<file path="src/rtl/dsfp_pkg.sv">
// ----------------------------------------------------------------------------
// Display serial frame parser package
// Character codes, frame constants and the result type shared by the parser.
// ----------------------------------------------------------------------------
package dsfp_pkg;

  localparam logic [15:0] VersionCode = 16'h0002;

  localparam logic [7:0] CharS  = 8'h53;  // 'S'
  localparam logic [7:0] CharT  = 8'h54;  // 'T'
  localparam logic [7:0] CharLt = 8'h3C;  // '<'
  localparam logic [7:0] CharGt = 8'h3E;  // '>'
  localparam logic [7:0] CharE  = 8'h45;  // 'E'

  // Trailer bytes: '>' 'E' 'T' and two further bytes.
  localparam logic [16:0] TrailerLen = 17'd5;

  localparam logic KindName   = 1'b0;
  localparam logic KindReport = 1'b1;

  typedef enum logic [5:0] {
    PhHuntS   = 6'b000001,
    PhHuntT   = 6'b000010,
    PhHuntLt  = 6'b000100,
    PhHeader  = 6'b001000,
    PhPayload = 6'b010000,
    PhTrailer = 6'b100000
  } phase_e;

  typedef struct packed {
    logic        kind;
    logic [7:0]  name_byte;
    logic [15:0] command_code;
    logic        is_version;
    logic [7:0]  key_value;
    logic        frame_ok;
  } res_t;

endpackage

</file>
<file path="src/rtl/dsfp_if.sv">
// ----------------------------------------------------------------------------
// Display serial frame parser channels
// Valid/ready channels for received bytes and for parser results.
// ----------------------------------------------------------------------------
interface dsfp_rx_if;
  logic       valid;
  logic       ready;
  logic [7:0] rx_byte;

  modport source (output valid, output rx_byte, input ready);
  modport sink (input valid, input rx_byte, output ready);
endinterface

interface dsfp_res_if;
  logic        valid;
  logic        ready;
  logic        kind;
  logic [7:0]  name_byte;
  logic [15:0] command_code;
  logic        is_version;
  logic [7:0]  key_value;
  logic        frame_ok;

  modport source (output valid, output kind, output name_byte, output command_code,
                  output is_version, output key_value, output frame_ok, input ready);
  modport sink (input valid, input kind, input name_byte, input command_code,
                input is_version, input key_value, input frame_ok, output ready);
endinterface

</file>
<file path="src/rtl/dsfp_core.sv">
// ----------------------------------------------------------------------------
// Display serial frame parser core
// Frame state and the per-byte phase update; one byte per step strobe.
// ----------------------------------------------------------------------------
module dsfp_core (
  input  logic          clk_i,
  input  logic          rst_ni,
  input  logic          step_i,
  input  logic [7:0]    byte_i,
  output logic          res_valid_o,
  output dsfp_pkg::res_t res_o
);

  dsfp_pkg::phase_e phase_q, phase_d;
  logic [15:0] count_q, count_d;
  logic [15:0] cmd_q, cmd_d;
  logic [15:0] len_q, len_d;
  logic [7:0]  key_q, key_d;
  logic        tail_q, tail_d;
  logic        tail_next;

  always_comb begin
    phase_d     = phase_q;
    count_d     = count_q;
    cmd_d       = cmd_q;
    len_d       = len_q;
    key_d       = key_q;
    tail_d      = tail_q;
    tail_next   = tail_q;
    res_valid_o = 1'b0;
    res_o.kind         = dsfp_pkg::KindName;
    res_o.name_byte    = 8'h00;
    res_o.command_code = cmd_q;
    res_o.is_version   = (cmd_q == dsfp_pkg::VersionCode);
    res_o.key_value    = 8'h00;
    res_o.frame_ok     = 1'b0;

    case (phase_q)
      dsfp_pkg::PhHuntT: begin
        if (byte_i == dsfp_pkg::CharT) phase_d = dsfp_pkg::PhHuntLt;
      end
      dsfp_pkg::PhHuntLt: begin
        if (byte_i == dsfp_pkg::CharLt) begin
          phase_d = dsfp_pkg::PhHeader;
          count_d = 16'd0;
          key_d   = 8'h00;
        end
      end
      dsfp_pkg::PhHeader: begin
        count_d = count_q + 16'd1;
        case (count_q[1:0])
          2'd0: cmd_d = {byte_i, 8'h00};
          2'd1: cmd_d = {cmd_q[15:8], byte_i};
          2'd2: len_d = {byte_i, 8'h00};
          default: begin
            len_d   = {len_q[15:8], byte_i};
            count_d = 16'd0;
            tail_d  = 1'b1;
            if ({len_q[15:8], byte_i} == 16'd0) begin
              key_d   = 8'h00;
              phase_d = dsfp_pkg::PhTrailer;
            end else begin
              phase_d = dsfp_pkg::PhPayload;
            end
          end
        endcase
      end
      dsfp_pkg::PhPayload: begin
        if ({1'b0, count_q} + 17'd1 >= {1'b0, len_q}) begin
          // The last payload byte is held back as the key value.
          key_d   = byte_i;
          count_d = 16'd0;
          tail_d  = 1'b1;
          phase_d = dsfp_pkg::PhTrailer;
        end else begin
          count_d         = count_q + 16'd1;
          res_valid_o     = 1'b1;
          res_o.name_byte = byte_i;
        end
      end
      dsfp_pkg::PhTrailer: begin
        if (count_q == 16'd0 && byte_i != dsfp_pkg::CharGt) tail_next = 1'b0;
        if (count_q == 16'd1 && byte_i != dsfp_pkg::CharE) tail_next = 1'b0;
        if (count_q == 16'd2 && byte_i != dsfp_pkg::CharT) tail_next = 1'b0;
        tail_d = tail_next;
        if ({1'b0, count_q} + 17'd1 >= dsfp_pkg::TrailerLen) begin
          res_valid_o     = 1'b1;
          res_o.kind      = dsfp_pkg::KindReport;
          res_o.key_value = key_q;
          res_o.frame_ok  = tail_next;
          phase_d         = dsfp_pkg::PhHuntS;
          count_d         = 16'd0;
        end else begin
          count_d = count_q + 16'd1;
        end
      end
      default: begin
        phase_d = (byte_i == dsfp_pkg::CharS) ? dsfp_pkg::PhHuntT : dsfp_pkg::PhHuntS;
      end
    endcase
  end

  always_ff @(posedge clk_i or negedge rst_ni) begin
    if (!rst_ni) begin
      phase_q <= dsfp_pkg::PhHuntS;
      count_q <= 16'd0;
      cmd_q   <= 16'd0;
      len_q   <= 16'd0;
      key_q   <= 8'h00;
      tail_q  <= 1'b1;
    end else if (step_i) begin
      phase_q <= phase_d;
      count_q <= count_d;
      cmd_q   <= cmd_d;
      len_q   <= len_d;
      key_q   <= key_d;
      tail_q  <= tail_d;
    end
  end

  // A report leaves the parser hunting for the next start byte.
  assert property (@(posedge clk_i) disable iff (!rst_ni)
    step_i && res_valid_o && res_o.kind == dsfp_pkg::KindReport
    |=> phase_q == dsfp_pkg::PhHuntS && count_q == 16'd0)
    else $error("parser did not return to hunting after a report");

  // Inside the payload the position never reaches the announced length.
  assert property (@(posedge clk_i) disable iff (!rst_ni)
    phase_q == dsfp_pkg::PhPayload |-> count_q < len_q)
    else $error("payload position ran past the payload length");

  // Name bytes come only from the payload, never from its last byte.
  assert property (@(posedge clk_i) disable iff (!rst_ni)
    res_valid_o && res_o.kind == dsfp_pkg::KindName
    |-> phase_q == dsfp_pkg::PhPayload && count_q + 16'd1 < len_q)
    else $error("name byte emitted outside the payload body");

  // The trailer position stays within the five trailer bytes.
  assert property (@(posedge clk_i) disable iff (!rst_ni)
    phase_q == dsfp_pkg::PhTrailer |-> {1'b0, count_q} < dsfp_pkg::TrailerLen)
    else $error("trailer position out of range");

endmodule

</file>
<file path="src/rtl/display_serial_frame_parser.sv">
// ----------------------------------------------------------------------------
// Display serial frame parser
// Finds 'S' .. 'T' .. '<' delimited frames in a received byte stream, streams
// payload name bytes and reports each frame end with key and tail status.
// ----------------------------------------------------------------------------
//
//   channel  dir  fields
//   -------  ---  ---------------------------------------------------------
//   rx_i     in   rx_byte
//   res_o    out  kind, name_byte, command_code, is_version, key_value,
//                 frame_ok
//
// One byte item is accepted per cycle while res_o is not stalled; a result is
// offered behind the input register and the result register.
// A byte is processed as soon as the result register is empty or being taken,
// so a stall on res_o holds at most one byte in the input register.
// Reset puts the parser in the start-byte hunt with the tail flag set.
// Bytes that produce no result still wait for a free result slot.
//
module display_serial_frame_parser (
  input  logic clk_i,
  input  logic rst_ni,
  dsfp_rx_if.sink    rx_i,
  dsfp_res_if.source res_o
);

  logic           in_v_q, in_v_d;
  logic [7:0]     in_b_q, in_b_d;
  logic           out_v_q, out_v_d;
  dsfp_pkg::res_t out_q, out_d;
  logic           step;
  logic           core_valid;
  dsfp_pkg::res_t core_res;

  assign step       = in_v_q && (!out_v_q || res_o.ready);
  assign rx_i.ready = !in_v_q || step;

  dsfp_core u_core (
    .clk_i       (clk_i),
    .rst_ni      (rst_ni),
    .step_i      (step),
    .byte_i      (in_b_q),
    .res_valid_o (core_valid),
    .res_o       (core_res)
  );

  always_comb begin
    in_v_d  = in_v_q;
    in_b_d  = in_b_q;
    out_v_d = out_v_q;
    out_d   = out_q;
    if (rx_i.ready) begin
      in_v_d = rx_i.valid;
      in_b_d = rx_i.rx_byte;
    end
    if (step) begin
      out_v_d = core_valid;
      out_d   = core_res;
    end else if (res_o.ready) begin
      out_v_d = 1'b0;
    end
  end

  always_ff @(posedge clk_i or negedge rst_ni) begin
    if (!rst_ni) begin
      in_v_q  <= 1'b0;
      out_v_q <= 1'b0;
    end else begin
      in_v_q  <= in_v_d;
      out_v_q <= out_v_d;
    end
  end

  always_ff @(posedge clk_i) begin
    in_b_q <= in_b_d;
    out_q  <= out_d;
  end

  assign res_o.valid        = out_v_q;
  assign res_o.kind         = out_q.kind;
  assign res_o.name_byte    = out_q.name_byte;
  assign res_o.command_code = out_q.command_code;
  assign res_o.is_version   = out_q.is_version;
  assign res_o.key_value    = out_q.key_value;
  assign res_o.frame_ok     = out_q.frame_ok;

endmodule
</file>
<file path="src/flat_wrapper.sv">
// flat-port wrapper written by rule: the top's interface ports become plain ports
module display_serial_frame_parser_flat 
  (clk_i, rst_ni, rx_i_valid, rx_i_rx_byte, rx_i_ready, res_o_valid, res_o_kind, res_o_name_byte, res_o_command_code, res_o_is_version, res_o_key_value, res_o_frame_ok, res_o_ready);
  dsfp_rx_if rx_i_i ();
  dsfp_res_if res_o_i ();
  input  logic clk_i;
  input  logic rst_ni;
  input wire logic [$bits(rx_i_i.valid)-1:0] rx_i_valid;
  input wire logic [$bits(rx_i_i.rx_byte)-1:0] rx_i_rx_byte;
  output wire logic [$bits(rx_i_i.ready)-1:0] rx_i_ready;
  output wire logic [$bits(res_o_i.valid)-1:0] res_o_valid;
  output wire logic [$bits(res_o_i.kind)-1:0] res_o_kind;
  output wire logic [$bits(res_o_i.name_byte)-1:0] res_o_name_byte;
  output wire logic [$bits(res_o_i.command_code)-1:0] res_o_command_code;
  output wire logic [$bits(res_o_i.is_version)-1:0] res_o_is_version;
  output wire logic [$bits(res_o_i.key_value)-1:0] res_o_key_value;
  output wire logic [$bits(res_o_i.frame_ok)-1:0] res_o_frame_ok;
  input wire logic [$bits(res_o_i.ready)-1:0] res_o_ready;
  assign rx_i_i.valid = rx_i_valid;
  assign rx_i_i.rx_byte = rx_i_rx_byte;
  assign rx_i_ready = rx_i_i.ready;
  assign res_o_valid = res_o_i.valid;
  assign res_o_kind = res_o_i.kind;
  assign res_o_name_byte = res_o_i.name_byte;
  assign res_o_command_code = res_o_i.command_code;
  assign res_o_is_version = res_o_i.is_version;
  assign res_o_key_value = res_o_i.key_value;
  assign res_o_frame_ok = res_o_i.frame_ok;
  assign res_o_i.ready = res_o_ready;
  display_serial_frame_parser u_core (.clk_i(clk_i), .rst_ni(rst_ni), .rx_i(rx_i_i), .res_o(res_o_i));
endmodule
</file>
<file path="config.mk">
export PLATFORM = sky130hd
export DESIGN_NAME = display_serial_frame_parser_flat
export DESIGN_NICKNAME = d
export VERILOG_FILES = /design/src/rtl/dsfp_pkg.sv /design/src/rtl/dsfp_if.sv /design/src/rtl/dsfp_core.sv /design/src/rtl/display_serial_frame_parser.sv /design/src/flat_wrapper.sv
export SDC_FILE = /design/constraint.sdc
export NUM_CORES = 1
export LEC_CHECK = 0
export ABC_AREA = 1
export ABC_CLOCK_PERIOD_IN_PS = 5700
export BUFFER_PORTS_ARGS = -buffer_cell sky130_fd_sc_hd__buf_2
export CORE_MARGIN = 2
export CORE_UTILIZATION = 45
export DETAILED_ROUTE_END_ITERATION = 7
export SLEW_MARGIN = 20
export SYNTH_ARGS = -nofsm -noshare
export SYNTH_HDL_FRONTEND = slang
export SYNTH_HIERARCHICAL = 1
export SYNTH_SLANG_ARGS = --single-unit
</file>
<file path="constraint.sdc">
create_clock -name clk_i -period 5.7 [get_ports clk_i]
set_input_delay 0.285 -clock clk_i [delete_from_list [all_inputs] [get_ports clk_i]]
set_output_delay 0.285 -clock clk_i [all_outputs]
set_load 0.02 [all_outputs]
</file>
# After elaboration in Yosys (flattened, before gate mapping)

Index checks and enable logic that the tools add are counted.

Register bits: 108
Bits of input ports: 12
Output and inout port bits: 37
Logic and storage cells: 105

Add/sub/neg operators: 2
Magnitude comparators: 2
Eq/ne operators: 22
Multiplexer cells: 31
Bitwise operators: 3
Reductions and logical operators: 28

Operator list:

| cell                    | count |
|---|---|
| $mux W16                | 4 |
| $pmux W16 S2            | 2 |
| $pmux W16 S4            | 1 |
| $mux W6                 | 6 |
| $eq A16 B2 Y1 const B   | 2 |
| $logic_not A16 Y1       | 2 |
| $mux W8                 | 4 |
| $pmux W6 S5             | 1 |
| $pmux W8 S3             | 1 |
| $add A16 B1 Y17 const B | 1 |
| $ge A17 B16 Y1          | 1 |
| $ge A17 B3 Y1 const B   | 1 |
| $add A16 B1 Y16 const B | 1 |
| $eq A16 B1 Y1 const B   | 1 |
| $eq A8 B7 Y1 const B    | 2 |
| $ne A8 B7 Y1 const B    | 2 |
| $ne A2 B2 Y1 const B    | 6 |
| $reduce_and A4 Y1       | 3 |
| $reduce_and A6 Y1       | 2 |
| $mux W1                 | 9 |
| $reduce_and A3 Y1       | 3 |
| $eq A8 B6 Y1 const B    | 1 |
| $ne A8 B6 Y1 const B    | 1 |
| $eq A6 B2 Y1 const B    | 1 |
| 20 further kinds        | 30 |

# Logic depth before layout (Yosys ltp)

Gate-level depths: netlist (run 1).

Depth in word-level cells: 6
Mapped depth: 23
Depth with buffers taken out: 22

# Modules after synthesis

The synthesis (run 1) kept the hierarchy.

By module, submodules not included:

| module                      | instances | cells each | area each (um^2) | sequential area each (um^2) |
|---|---|---|---|---|
| dsfp_core                   | 1         | 607        | 4351.7           | 1579.0 |
| display_serial_frame_parser | 1         | 53         | 1376.3           | 1341.3 |

# Worst setup path after synthesis (run 1)

No wires, ideal clock.

Kind: register to register
Start point: register u_core.out_v_q, in the netlist u_core/res_o.valid
End point: register u_core.u_core.count_q[13]
Library setup time: 118 ps
Arrival: 4292 ps
Required time: 5582 ps
Path slack: 1290 ps
Cell stages (with the launch flop): 8
Buffers on the path: 1
Clock period less this slack: 4410 ps
Cell sequence: dfrtp_1 -> a21boi_0 -> nand2_1 -> nor2_4 -> inv_2 -> buf_2 -> nand2_1 -> nand2_1

Word-level cells in the longest chain between the ends: 4

Ends and longest elaborated chain:

| element                     | RTL line                          | RTL |
|---|---|---|
| start: declaration          | display_serial_frame_parser.sv:29 | `logic out_v_q, out_v_d;` |
| start signal: assignment    | display_serial_frame_parser.sv:70 | `out_v_q <= out_v_d;` |
| $logic_not A1 Y1            | display_serial_frame_parser.sv:35 | `assign step = in_v_q && (!out_v_q \|\| res_o.ready);` |
| $logic_or A1 B1 Y1          | display_serial_frame_parser.sv:35 |  |
| $logic_and A1 B1 Y1         | display_serial_frame_parser.sv:35 |  |
| via u_core.step             | display_serial_frame_parser.sv:31 | `logic step;` |
| $reduce_and A3 Y1 (no line) | n/a                               |  |
| end signal: assignment      | dsfp_core.sv:113                  | `count_q <= count_d;` |
| end: declaration            | dsfp_core.sv:15                   | `logic [15:0] count_q, count_d;` |

The timed path passes the listed nets, and every way through them passes these cells.
A chain may end at the register's enable or synchronous reset.

# Final worst setup path (run 1)

Start point: register u_core.u_core.count_q[0]
End point: register u_core.u_core.count_q[9]

Word-level cells in the longest chain between the ends: 4
Elaborated cells on any way between the ends: 12
Classes of those cells: add/sub (2); order compare (2); eq/ne (2); mux (4); reduce/logical (2)

Ends and longest elaborated chain:

| element                                 | RTL line                                          | RTL |
|---|---|---|
| $add A16 B1 Y17 (tied with other cells) | dsfp_core.sv:69, dsfp_core.sv:86                  |  |
| $ge A17 B3 Y1 (tied with other cells)   | dsfp_core.sv:86                                   | `if ({1'b0, count_q} + 17'd1 >= dsfp_pkg::TrailerLen) begin` |
| $mux W16, on equally long branches      | dsfp_core.sv:86, dsfp_core.sv:51, dsfp_core.sv:69 |  |
| $pmux W16 S4 *                          | dsfp_core.sv:38                                   | `case (phase_q)` |

Every way passes the cells marked *; elsewhere a longest branch is shown, timed or not.

==> flow_metrics.py, run 1 <==
metrics = {
    "sta": {
        "finalCritPeriodShare_pct": 60.4,
        "report.final.slew_viol_count": 0,
        "max_slew_margin_pct": 37.3,
        "fin_setup_tns_ps": 0,
        "rsz0062_at_grt": "no",
        "hold_viol": 0,
        "post-route-min-period_ps": 3440,
        "worst_slew_pin_slew_ps": 934,
        "postLayoutSetupSlackWorst_ps": 2260,
        "clock.fmax_mhz": 291,
        "finalSetupViolations": 0,
        "clock-skew-final_ps": 9.79,
    },
    "clock_tree": {
        "worst_skew_pair.late_latency_ps": 360,
        "post-cts-setup-buffer-count": 0,
        "cts_sinks": 108,
        "cts_root_buffer": "sky130_fd_sc_hd__clkbuf_16",
        "clock_tree.buffer_depth": 2,
        "tritoncts": "built",
        "cts-hold-fix-buffers": 0,
        "cts_resized": 0,
        "worst_setup_hold_path_clk_slew_ps": 80,
        "cts-buffers-inserted": 9,
        "htree_num_levels": 3,
    },
    "layout": {
        "multi_input_area_sq_um": 2340,
        "sequential_cell_area_sq_um": 2920,
        "n_antenna_cell": 0,
        "final_layout_size_suffix_gt1_share_pct": 16.5,
        "postLayoutCellArea_sq_um": 6430,
        "finish.net_count": 744,
        "filler_cell_count": 1245,
        "area.growth.synth_to_final_pct": 12.3,
    },
    "synth": {
        "async_flop_share_pct": 60.2,
        "synthDistinctLibCells": 42,
        "syn_inst": 660,
        "synth_top_area_share_pct": 27.5,
        "post_synth_mux_area_share_pct": 0,
        "avg_synthesized_cell_area_sq_um": 8.68,
        "synth-edff-count": 43,
        "synth_top_cell_by_area": "sky130_fd_sc_hd__dfrtp_1",
        "synth_xor_xnor_area_share_pct": 0.415,
        "yosys-top-cells-area": "sky130_fd_sc_hd__dfrtp_1 28%, sky130_fd_sc_hd__edfxtp_1 23%, sky130_fd_sc_hd__nand2_1 11%, sky130_fd_sc_hd__inv_1 6.6%, sky130_fd_sc_hd__ha_1 4.4%",
        "top_reg_cell_synth": "sky130_fd_sc_hd__dfrtp_1",
        "yosys.area_share.adder_pct": 4.37,
        "synth.cell_area_sq_um": 5730,
        "synth_top_cells_by_count": "174 x sky130_fd_sc_hd__nand2_1, 101 x sky130_fd_sc_hd__inv_1, 63 x sky130_fd_sc_hd__dfrtp_1, 62 x sky130_fd_sc_hd__nor2_1, 43 x sky130_fd_sc_hd__edfxtp_1",
        "synth_top_family_by_area": "simple AND/OR/NAND/NOR gates",
        "ffs_latches_synth": 108,
        "synthMostInstantiatedCell": "sky130_fd_sc_hd__nand2_1",
        "synthSimpleGateAreaFrac_pct": 27.9,
        "synth-compound-area-share_pct": 7.97,
        "synth.yosys.seq_area_share_pct": 51.0,
        "yosys_warnings": 6,
        "syn_nets": 692,
    },
    "flow_run": {
        "cap_viol_max_count": 0,
    },
    "global_route": {
        "number_of_global_route_vias_before_repair": 4364,
        "gr-total-overflow": 0,
        "antenna_found_initial": 0,
        "grt_max_degree": 66,
        "global_route_wire_length_before_repair_um": 22500,
        "track_usage_pct": 21.9,
    },
    "placement": {
        "routabilityCongestion": 0.991,
        "placedInstanceArea_sq_um": 6130,
        "post-place-ws_ps": 2310,
        "detailedPlacementHpwl_um": 10700,
        "port_buffers": 48,
    },
    "detailed_routing": {
        "first_pass_iters": 6,
        "route.detailed.drc": 0,
        "detailroute.via_count": 4640,
        "drtAntennaViolNets": 0,
        "wl_met1_um": 6600,
        "met3_wire_len_um": 630,
        "drt-total-wl_um": 14100,
        "routedWlPerCell_um": 15.9,
        "route.met2.wl_um": 6600,
        "first_iter_violations": 460,
        "detail_route.vias_per_cell": 5.22,
        "top_layer_used": "met4",
    },
    "worst_setup_path": {
        "worst_r2r_src": "u_core/u_core/count_q[0]$_DFFE_PN0P_",
        "cp_data_arrival_time_ps": 3690,
        "cp_dominant_cell_by_count": "sky130_fd_sc_hd__nand2_1",
        "r2r_setup_slack_ps": 2260,
        "worst_r2r_path_depth": 20,
        "largest_stage_delay_on_the_critical_path_ps": 570,
        "critical_path_peak_fanout": 14,
        "startpoint": "u_core/u_core/count_q[0]$_DFFE_PN0P_",
        "critical_path.startpoint_type": "flop",
        "worst_r2r_endpoint": "u_core/u_core/count_q[9]$_DFFE_PN0P_",
        "crit_path_cell_trace": "ha_1, inv_1, nor2_4, nand3_1, nand2_1, inv_2, ha_1, nand2_1, nor2_1, nand3b_1, nand3_1, nand4_1, nand2_1, nand2_1, nand2_1, nand2_2, nand3_4, nand3_2, nand3_1, nand2_1",
        "worstSetupEndpointType": "flop",
        "endpoint_of_the_worst_setup_timing_path": "u_core/u_core/count_q[9]$_DFFE_PN0P_",
        "cp.required_ps": 5940,
        "critical_path_class": "flop to flop",
        "master_of_the_slowest_instance_on_the_critical_path": "sky130_fd_sc_hd__dfrtp_1",
    },
    "floorplan": {
        "starting_density_of_the_core_pct": 45.8,
        "coreArea_sq_um": 12500,
        "width_of_the_die_um": 117,
        "fp.dieArea_sq_um": 13600,
        "chipHeight_um": 117,
        "placement_rows": 41,
        "boundaryPins": 49,
    },
    "outcome": {
        "result_of_the_run": "complete, no violations",
    },
    "power_and_ir_drop": {
        "power.leakage_nw": 3.02,
        "vdd_drop_max_v": 0.000137,
        "power.density_cell_area_nw_per_um2": 231,
    },
    "min_path": {
        "worst_hold_path_type": "primary input to async pin",
    },
}
==> worst max-delay path, delay by kind of cell (launching register included) <==
| kind | cells | cell delay (ps) |
|---|---|---|
| AND/OR/NAND/NOR | 16 | 1980 |
| adder cells (fa/ha/maj) | 2 | 600 |
| flip-flops | 1 | 570 |
| buffers and inverters | 2 | 180 |
==> where the power goes <==
group           total, W  switching, W  internal, W
sequential      0.000826    0.00000721     0.000818
clock           0.000613      0.000306     0.000307
combinational  0.0000477     0.0000361    0.0000117
total            0.00149      0.000350      0.00114
==> state kept, by name, summed over array words and instances, names as in the netlist <==
name                       flops
u_core/in_b_q                  8
u_core/res_o.name_byte         8
u_core/in_v_q                  1
u_core/u_core/tail_q           1
u_core/res_o.valid             1
u_core/u_core/key_q            8
u_core/u_core/len_q           16
u_core/res_o.frame_ok          1
u_core/res_o.command_code     16
u_core/u_core/count_q         16
u_core/u_core/phase_q          6
u_core/res_o.key_value         8
u_core/u_core/cmd_q           16
u_core/res_o.kind              1
u_core/res_o.is_version        1
==> worst min path at each step <==
stage                                              startpoint                                       to  slack, ps
after CTS                                     rx_i_rx_byte[6]               u_core/in_b_q[6]$_DFFE_PP_         90
final                                                  rst_ni     u_core/u_core/phase_q[1]$_DFFE_PN0P_        110
after global placement     u_core/u_core/cmd_q[3]$_DFFE_PN0P_   u_core/res_o.command_code[3]$_DFFE_PP_        440
after detailed placement  u_core/u_core/cmd_q[10]$_DFFE_PN0P_  u_core/res_o.command_code[10]$_DFFE_PP_        430
after global routing                          rx_i_rx_byte[5]               u_core/in_b_q[5]$_DFFE_PP_         90
after floorplan                                        rst_ni                u_core/in_v_q$_DFFE_PN0P_        -10
==> cells in the final DEF (no fill, tap or decap), drive strengths merged <==
cell,instances
ha,20
o21bai,2
o22ai,22
clkbuf,9
clkinv,6
nand3b,3
dfrtp,63
nor3b,1
a31o,1
and2,1
nand4,23
nor4,7
nor3,12
a21boi,2
xor3,1
edfxtp,43
nor2,73
inv,109
buf,50
nand3,41
a21oi,5
a21o,2
o211ai,1
dfstp,2
o21ai,36
nand2,182
==> through the flow <==
| step | utilization, % | power, W | instances | hold WS [ps] |
|---|---|---|---|---|
| final | 51.4 | 0.00149 | 889 | 106 |
| after global routing | 51.4 | 0.00154 | 889 | 91.8 |
| after CTS | 51.3 | 0.00150 | 889 | 90.7 |
| after detailed placement | 49.0 | 0.000890 | 873 | 429 |
| after global placement | 49.0 | 0.000889 | 873 | 436 |
| after floorplan | - | 0.000865 | 660 | -10.6 |
==> cells by family (layout without fill, tap and decap cells) <==
logic type	count (synthesis)	count (layout)
simple gates	343	343
compound gates	71	71
fa+ha+maj	20	20
xor+xnor	1	1
flops	108	108
buf+inv	117	174
==> layer usage <==
| metal | GRT usage, % | vias to the layer above |
|---|---|---|
| li1 | - | 2268 |
| met1 | 30.7 | 2226 |
| met2 | 34.3 | 124 |
| met3 | 3.45 | 22 |
| met4 | 8.71 | 0 |
| met5 | 0 | - |
==> final cells by class <==
cell class                 count  area share [%]
clock inverter                 7            1.03
clock buffer                   9            3.50
inverter                     108            6.30
multi-input combinational    435            36.4
tap                          172            3.35
timing repair buffer          50            3.97
sequential                   108            45.4
(Power assumes the default switching activity.)
==> run 2, diff against run 1 <==
--- a/config.mk
+++ b/config.mk
@@ -6,7 +6,7 @@
 export NUM_CORES = 1
 export LEC_CHECK = 0
 export ABC_AREA = 1
-export ABC_CLOCK_PERIOD_IN_PS = 5700
+export ABC_CLOCK_PERIOD_IN_PS = 3400
 export BUFFER_PORTS_ARGS = -buffer_cell sky130_fd_sc_hd__buf_2
 export CORE_MARGIN = 2
 export CORE_UTILIZATION = 45
==> constraint.sdc (replaced) <==
create_clock -name clk_i -period 3.4 [get_ports clk_i]
set_input_delay 0.17 -clock clk_i [delete_from_list [all_inputs] [get_ports clk_i]]
set_output_delay 0.17 -clock clk_i [all_outputs]
set_load 0.02 [all_outputs]
==> run 2 against run 1 <==
  * Critical path depth unchanged
  * Combinational power up 88%
  * Maximum frequency rose by 10%
  * Sequential power is 67% higher
  * First-iteration DRC count is 3.9% lower
  * Highest routed layer unchanged
  * Final cell count increased by 2.5%
  * Global-route usage rose by 1.3 points
==> flow_metrics.py, run 2 (synthesis results as in run 1) <==
metrics = {
    "outcome": {
        "result_of_the_run": "complete, no violations",
    },
    "global_route": {
        "number_of_global_route_vias_before_repair": 4570,
        "global_route_wire_length_before_repair_um": 24000,
        "track_usage_pct": 23.3,
        "grt_max_degree": 38,
        "gr-total-overflow": 0,
        "antenna_found_initial": 0,
    },
    "layout": {
        "n_antenna_cell": 0,
        "area.growth.synth_to_final_pct": 16.5,
        "postLayoutCellArea_sq_um": 6670,
        "filler_cell_count": 1179,
        "finish.net_count": 766,
        "layout_common_cells": "174 x sky130_fd_sc_hd__nand2_1, 101 x sky130_fd_sc_hd__inv_1, 62 x sky130_fd_sc_hd__dfrtp_1, 62 x sky130_fd_sc_hd__nor2_1, 48 x sky130_fd_sc_hd__buf_2",
        "most_common_cell_after_layout_fill_and_taps_aside": "sky130_fd_sc_hd__nand2_1",
        "final_layout_size_suffix_gt1_share_pct": 18.0,
    },
    "detailed_routing": {
        "routedWlPerCell_um": 16.2,
        "first_pass_iters": 5,
        "drtAntennaViolNets": 0,
        "route.detailed.drc": 0,
        "detailroute.via_count": 4685,
        "detail_route.vias_per_cell": 5.14,
        "drt-total-wl_um": 14700,
        "first_iter_violations": 442,
    },
    "clock_tree": {
        "cts-buffers-inserted": 9,
        "tritoncts": "built",
        "cts_sinks": 108,
        "htree_num_levels": 3,
        "cts_root_buffer": "sky130_fd_sc_hd__clkbuf_16",
        "clock_tree.buffer_depth": 2,
        "worst_setup_hold_path_clk_slew_ps": 80,
        "worst_skew_pair.late_latency_ps": 360,
    },
    "worst_setup_path": {
        "critical_path_class": "flop to flop",
        "cp.required_ps": 3660,
        "cp_data_arrival_time_ps": 3380,
        "critical_path_peak_fanout": 10,
        "critical_path.startpoint_type": "flop",
        "worstSetupEndpointType": "flop",
    },
    "sta": {
        "fin_setup_tns_ps": 0,
        "clock-skew-final_ps": 9.95,
        "max_slew_margin_pct": 40.6,
        "worst_slew_pin_slew_ps": 892,
        "hold_slack_final_ps": 10.4,
        "report.final.slew_viol_count": 0,
        "hold_viol": 0,
        "post-route-min-period_ps": 3130,
        "postLayoutSetupSlackWorst_ps": 272,
        "finalCritPeriodShare_pct": 92.0,
        "clock.fmax_mhz": 320,
        "finalSetupViolations": 0,
    },
    "placement": {
        "detailedPlacementHpwl_um": 10900,
        "port_buffers": 48,
        "routabilityCongestion": 0.928,
        "post-place-ws_ps": 84.8,
        "placedInstanceArea_sq_um": 6200,
    },
    "flow_run": {
        "cap_viol_max_count": 0,
    },
    "floorplan": {
        "width_of_the_die_um": 117,
        "boundaryPins": 49,
        "placement_rows": 41,
        "starting_density_of_the_core_pct": 45.8,
        "coreArea_sq_um": 12500,
        "fp.dieArea_sq_um": 13600,
        "chipHeight_um": 117,
    },
    "power_and_ir_drop": {
        "power.leakage_nw": 3.14,
        "p_total_w": 0.00260,
        "vdd_drop_max_v": 0.000233,
        "power.density_cell_area_nw_per_um2": 390,
    },
    "min_path": {
        "worst_hold_path_type": "primary input to flop",
    },
}
[run 2: cell count changes in the layout (fill, tap and decap cells not counted), sizes merged]
cell,change
clkinv,-1
clkinvlp,+1
dlygate4sd3,+9
inv,-1
bufinv,+1
buf,+13
[run 2: final timing paths]
kind	start	endpoint	slack, ps	cells after the start
min in group asynchronous	rst_ni	u_core/u_core/len_q[12]$_DFFE_PN0P_	480	2
max reg2reg	u_core/u_core/count_q[1]$_DFFE_PN0P_	u_core/u_core/count_q[15]$_DFFE_PN0P_	270	20
min	rx_i_rx_byte[7]	u_core/in_b_q[7]$_DFFE_PP_	10	1
max	u_core/u_core/count_q[1]$_DFFE_PN0P_	u_core/u_core/count_q[15]$_DFFE_PN0P_	270	20
max in group asynchronous	rst_ni	u_core/u_core/cmd_q[6]$_DFFE_PN0P_	1890	4
min reg2reg	u_core/u_core/cmd_q[8]$_DFFE_PN0P_	u_core/res_o.command_code[8]$_DFFE_PP_	460	0
[run 2: repair_timing]
item / 4_1_cts / 5_1_grt
setup buffers: 0 / 4
hold buffers: 9 / 0
setup endpoints to repair: 0 / 28
endpoints found under the hold margin: 42 / 0
gates resized for setup: 0 / 3
[run 2: worst max-delay path, stage by stage (launching register included)]
cell                       delay (ps)
sky130_fd_sc_hd__dfrtp_1          460
sky130_fd_sc_hd__ha_1             260
sky130_fd_sc_hd__inv_1            110
sky130_fd_sc_hd__nor2_4           180
sky130_fd_sc_hd__nand3_1           90
sky130_fd_sc_hd__nand2_1          140
sky130_fd_sc_hd__inv_2             70
sky130_fd_sc_hd__ha_1             300
sky130_fd_sc_hd__nand2_1           70
sky130_fd_sc_hd__nor2_1           140
sky130_fd_sc_hd__nand3b_1          90
sky130_fd_sc_hd__nand3_1          120
sky130_fd_sc_hd__nand4_1          100
sky130_fd_sc_hd__nand2_1           70
sky130_fd_sc_hd__nand2_1           40
sky130_fd_sc_hd__nand2_1           70
sky130_fd_sc_hd__nand2_2          110
sky130_fd_sc_hd__nand3_4          190
sky130_fd_sc_hd__nand3_4          220
sky130_fd_sc_hd__nand3_1          140
sky130_fd_sc_hd__nand2_1           50
[run 2: layer usage]
layer	track usage (%)	vias up	share of wire, %
met5	0	-	0
met4	8.16	0	2.0
met3	3.04	24	4.8
met2	37.2	141	46
met1	32.8	2211	47
li1	-	2309	-
[run 2: layout make-up]
class / count / area (sq um) / area share (%)
clock inverter: 7 / 96.3 / 1.44
multi-input combinational: 435 / 2350 / 35.3
sequential: 108 / 2920 / 43.8
inverter: 108 / 405 / 6.08
timing repair buffer: 72 / 455 / 6.83
tap: 172 / 215 / 3.23
clock buffer: 9 / 225 / 3.38
[run 2: report_power, final]
group	internal (W)	switching, W	leakage (nW)	total, W
clock	0.000591	0.000535	0.152	0.00113
combinational	0.0000270	0.0000625	1.81	0.0000896
sequential	0.00137	0.0000127	1.18	0.00138
[run 2: through the flow]
step | std cells | utilization, %
2_1_floorplan | 660 | -
3_3_place_gp | 882 | 49.5
3_5_place_dp | 882 | 49.5
4_1_cts | 907 | 52.8
5_1_grt | 911 | 53.3
6_report | 911 | 53.3
==> run 3, diff against run 2 <==
--- a/config.mk
+++ b/config.mk
@@ -7,10 +7,10 @@
 export LEC_CHECK = 0
 export ABC_AREA = 1
 export ABC_CLOCK_PERIOD_IN_PS = 3400
-export BUFFER_PORTS_ARGS = -buffer_cell sky130_fd_sc_hd__buf_2
 export CORE_MARGIN = 2
-export CORE_UTILIZATION = 45
+export CORE_UTILIZATION = 30
 export DETAILED_ROUTE_END_ITERATION = 7
+export DONT_BUFFER_PORTS = 1
 export SLEW_MARGIN = 20
 export SYNTH_ARGS = -nofsm -noshare
 export SYNTH_HDL_FRONTEND = slang
==> run 3 against run 2 <==
  * Worst setup slack improved by 47 ps
  * Sequential power barely moved
  * Sequential share of layout area rose by 1.1 points
  * Core utilization fell by 18 points
  * Critical path type unchanged
  * Critical endpoint is now u_core/res_o.name_byte[7]$_DFFE_PP_
  * Highest routed layer unchanged
==> flow_metrics.py, run 3 (synthesis results as in run 1) <==
metrics = {
    "worst_setup_path": {
        "cp.required_ps": 3610,
        "startpoint": "u_core/u_core/count_q[0]$_DFFE_PN0P_",
        "critical_path_class": "flop to flop",
        "critical_path.startpoint_type": "flop",
        "cp_data_arrival_time_ps": 3290,
        "endpoint_of_the_worst_setup_timing_path": "u_core/res_o.name_byte[7]$_DFFE_PP_",
        "worst_r2r_path_depth": 21,
        "worst_r2r_src": "u_core/u_core/count_q[0]$_DFFE_PN0P_",
        "worst_r2r_endpoint": "u_core/res_o.name_byte[7]$_DFFE_PP_",
        "worstSetupEndpointType": "flop",
        "r2r_setup_slack_ps": 320,
        "critical_path_peak_fanout": 9,
    },
    "min_path": {
        "worst_hold_path_type": "primary input to flop",
    },
    "layout": {
        "final_layout_size_suffix_gt1_share_pct": 11.9,
        "sequential_cell_area_sq_um": 2920,
        "n_antenna_cell": 0,
        "finish.utilization_pct": 34.8,
        "finish.net_count": 715,
        "postLayoutCellArea_sq_um": 6510,
        "multi_input_area_sq_um": 2370,
        "area.growth.synth_to_final_pct": 13.7,
        "most_common_cell_after_layout_fill_and_taps_aside": "sky130_fd_sc_hd__nand2_1",
        "filler_cell_count": 1873,
        "layout_common_cells": "174 x sky130_fd_sc_hd__nand2_1, 101 x sky130_fd_sc_hd__inv_1, 62 x sky130_fd_sc_hd__dfrtp_1, 62 x sky130_fd_sc_hd__nor2_1, 43 x sky130_fd_sc_hd__edfxtp_1",
    },
    "outcome": {
        "result_of_the_run": "complete, no violations",
    },
    "clock_tree": {
        "cts_sinks": 108,
        "cts_root_buffer": "sky130_fd_sc_hd__clkbuf_16",
        "worst_skew_pair.late_latency_ps": 360,
        "worst_setup_hold_path_clk_slew_ps": 80,
        "htree_num_levels": 3,
        "cts-buffers-inserted": 9,
        "tritoncts": "built",
        "clock_tree.buffer_depth": 2,
    },
    "placement": {
        "port_buffers": 0,
        "detailedPlacementHpwl_um": 10200,
        "routabilityCongestion": 0.911,
        "placedInstanceArea_sq_um": 6020,
    },
    "sta": {
        "report.final.slew_viol_count": 0,
        "worst_slew_pin_slew_ps": 927,
        "finalSetupViolations": 0,
        "clock.fmax_mhz": 325,
        "fin_setup_tns_ps": 0,
        "clock-skew-final_ps": 11.1,
        "post-route-min-period_ps": 3080,
        "finalCritPeriodShare_pct": 90.6,
        "hold_viol": 0,
        "hold_slack_final_ps": 16.9,
        "max_slew_margin_pct": 38.0,
    },
    "power_and_ir_drop": {
        "power.leakage_nw": 2.96,
        "vdd_drop_max_v": 0.000212,
        "p_total_w": 0.00258,
        "power.density_cell_area_nw_per_um2": 397,
    },
    "detailed_routing": {
        "detailroute.via_count": 4506,
        "first_pass_iters": 5,
        "detail_route.vias_per_cell": 4.89,
        "drt-total-wl_um": 13800,
        "drtAntennaViolNets": 0,
        "routedWlPerCell_um": 15.0,
        "first_iter_violations": 431,
        "route.detailed.drc": 0,
    },
    "global_route": {
        "global_route_wire_length_before_repair_um": 22400,
        "grt_max_degree": 66,
        "track_usage_pct": 14.3,
        "number_of_global_route_vias_before_repair": 4241,
        "antenna_found_initial": 0,
        "gr-total-overflow": 0,
    },
    "floorplan": {
        "fp.dieArea_sq_um": 20200,
        "boundaryPins": 49,
        "placement_rows": 50,
        "coreArea_sq_um": 18700,
        "width_of_the_die_um": 142,
        "chipHeight_um": 142,
        "starting_density_of_the_core_pct": 30.6,
    },
    "flow_run": {
        "cap_viol_max_count": 0,
    },
}
[run 3: changes by cell type in the layout (fill, tap and decap cells not counted)]
| cell | before | now |
|---|---|---|
| sky130_fd_sc_hd__nand3_2 | 4 | 5 |
| sky130_fd_sc_hd__ha_1 | 20 | 19 |
| sky130_fd_sc_hd__buf_2 | 48 | 0 |
| sky130_fd_sc_hd__inv_6 | 2 | 0 |
| sky130_fd_sc_hd__dlygate4sd3_1 | 9 | 10 |
| sky130_fd_sc_hd__inv_8 | 0 | 1 |
| sky130_fd_sc_hd__buf_4 | 14 | 9 |
| sky130_fd_sc_hd__clkinv_8 | 2 | 3 |
| sky130_fd_sc_hd__buf_12 | 1 | 0 |
| sky130_fd_sc_hd__ha_2 | 0 | 1 |
| sky130_fd_sc_hd__buf_16 | 0 | 1 |
[run 3: critical path, stage by stage (launching register included)]
cell,delay [ps]
sky130_fd_sc_hd__dfrtp_1,420
sky130_fd_sc_hd__ha_2,250
sky130_fd_sc_hd__inv_1,90
sky130_fd_sc_hd__nor2_4,170
sky130_fd_sc_hd__nand2_1,70
sky130_fd_sc_hd__nand2_1,100
sky130_fd_sc_hd__inv_1,90
sky130_fd_sc_hd__ha_1,290
sky130_fd_sc_hd__nand2_1,140
sky130_fd_sc_hd__inv_1,60
sky130_fd_sc_hd__nand2_1,60
sky130_fd_sc_hd__nand2_1,60
sky130_fd_sc_hd__nand2_1,60
sky130_fd_sc_hd__nand3_1,80
sky130_fd_sc_hd__nand4_1,100
sky130_fd_sc_hd__nand2_1,50
sky130_fd_sc_hd__nand2_1,50
sky130_fd_sc_hd__nand2_1,60
sky130_fd_sc_hd__nand2_2,140
sky130_fd_sc_hd__nand3_4,230
sky130_fd_sc_hd__buf_4,270
sky130_fd_sc_hd__nor2_1,110
[run 3: final cells by class]
| cell class | instances | share of cell area [%] |
|---|---|---|
| clock buffer | 9 | 3.46 |
| clock inverter | 7 | 1.63 |
| inverter | 108 | 6.22 |
| multi-input combinational | 436 | 36.3 |
| sequential | 108 | 44.9 |
| tap | 234 | 4.50 |
| timing repair buffer | 20 | 3.00 |
[run 3: through the flow]
stage | worst slack [ps] | std cells
after floorplan | 681 | 660
after global placement | 303 | 894
after detailed placement | 282 | 894
after CTS | 252 | 921
after global routing | -0.0997 | 922
final | 319 | 922
[run 3: how the worst min path moves through the flow]
stage / depth (start not counted) / to / from
after floorplan: 0 / u_core/in_v_q$_DFFE_PN0P_ / rst_ni
after global placement: 0 / u_core/u_core/phase_q[5]$_DFFE_PN0P_ / rst_ni
after detailed placement: 0 / u_core/u_core/phase_q[5]$_DFFE_PN0P_ / rst_ni
after CTS: 3 / u_core/res_o.valid$_DFFE_PN0P_ / res_o_ready
after global routing: 3 / u_core/res_o.valid$_DFFE_PN0P_ / res_o_ready
final: 3 / u_core/res_o.valid$_DFFE_PN0P_ / res_o_ready
[run 3: repair_timing]
item                                    4_1_cts  5_1_grt
hold buffers                                 11        0
resized for setup                             0        4
setup buffers                                 0        0
endpoints found under the setup margin        0       17
endpoints found under the hold margin        74        0
[run 3: power by group]
part / switching (W) / internal [W]
sequential: 0.0000261 / 0.00137
combinational: 0.0000449 / 0.0000193
clock: 0.000523 / 0.000597
[run 3: metal layers]
metal | global-route usage, % | vias up | share of wire, %
met3 | 2.83 | 30 | 5.0
li1 | - | 2210 | -
met5 | 0 | - | 0
met4 | 6.26 | 0 | 2.8
met2 | 23.1 | 140 | 48
met1 | 18.6 | 2126 | 45
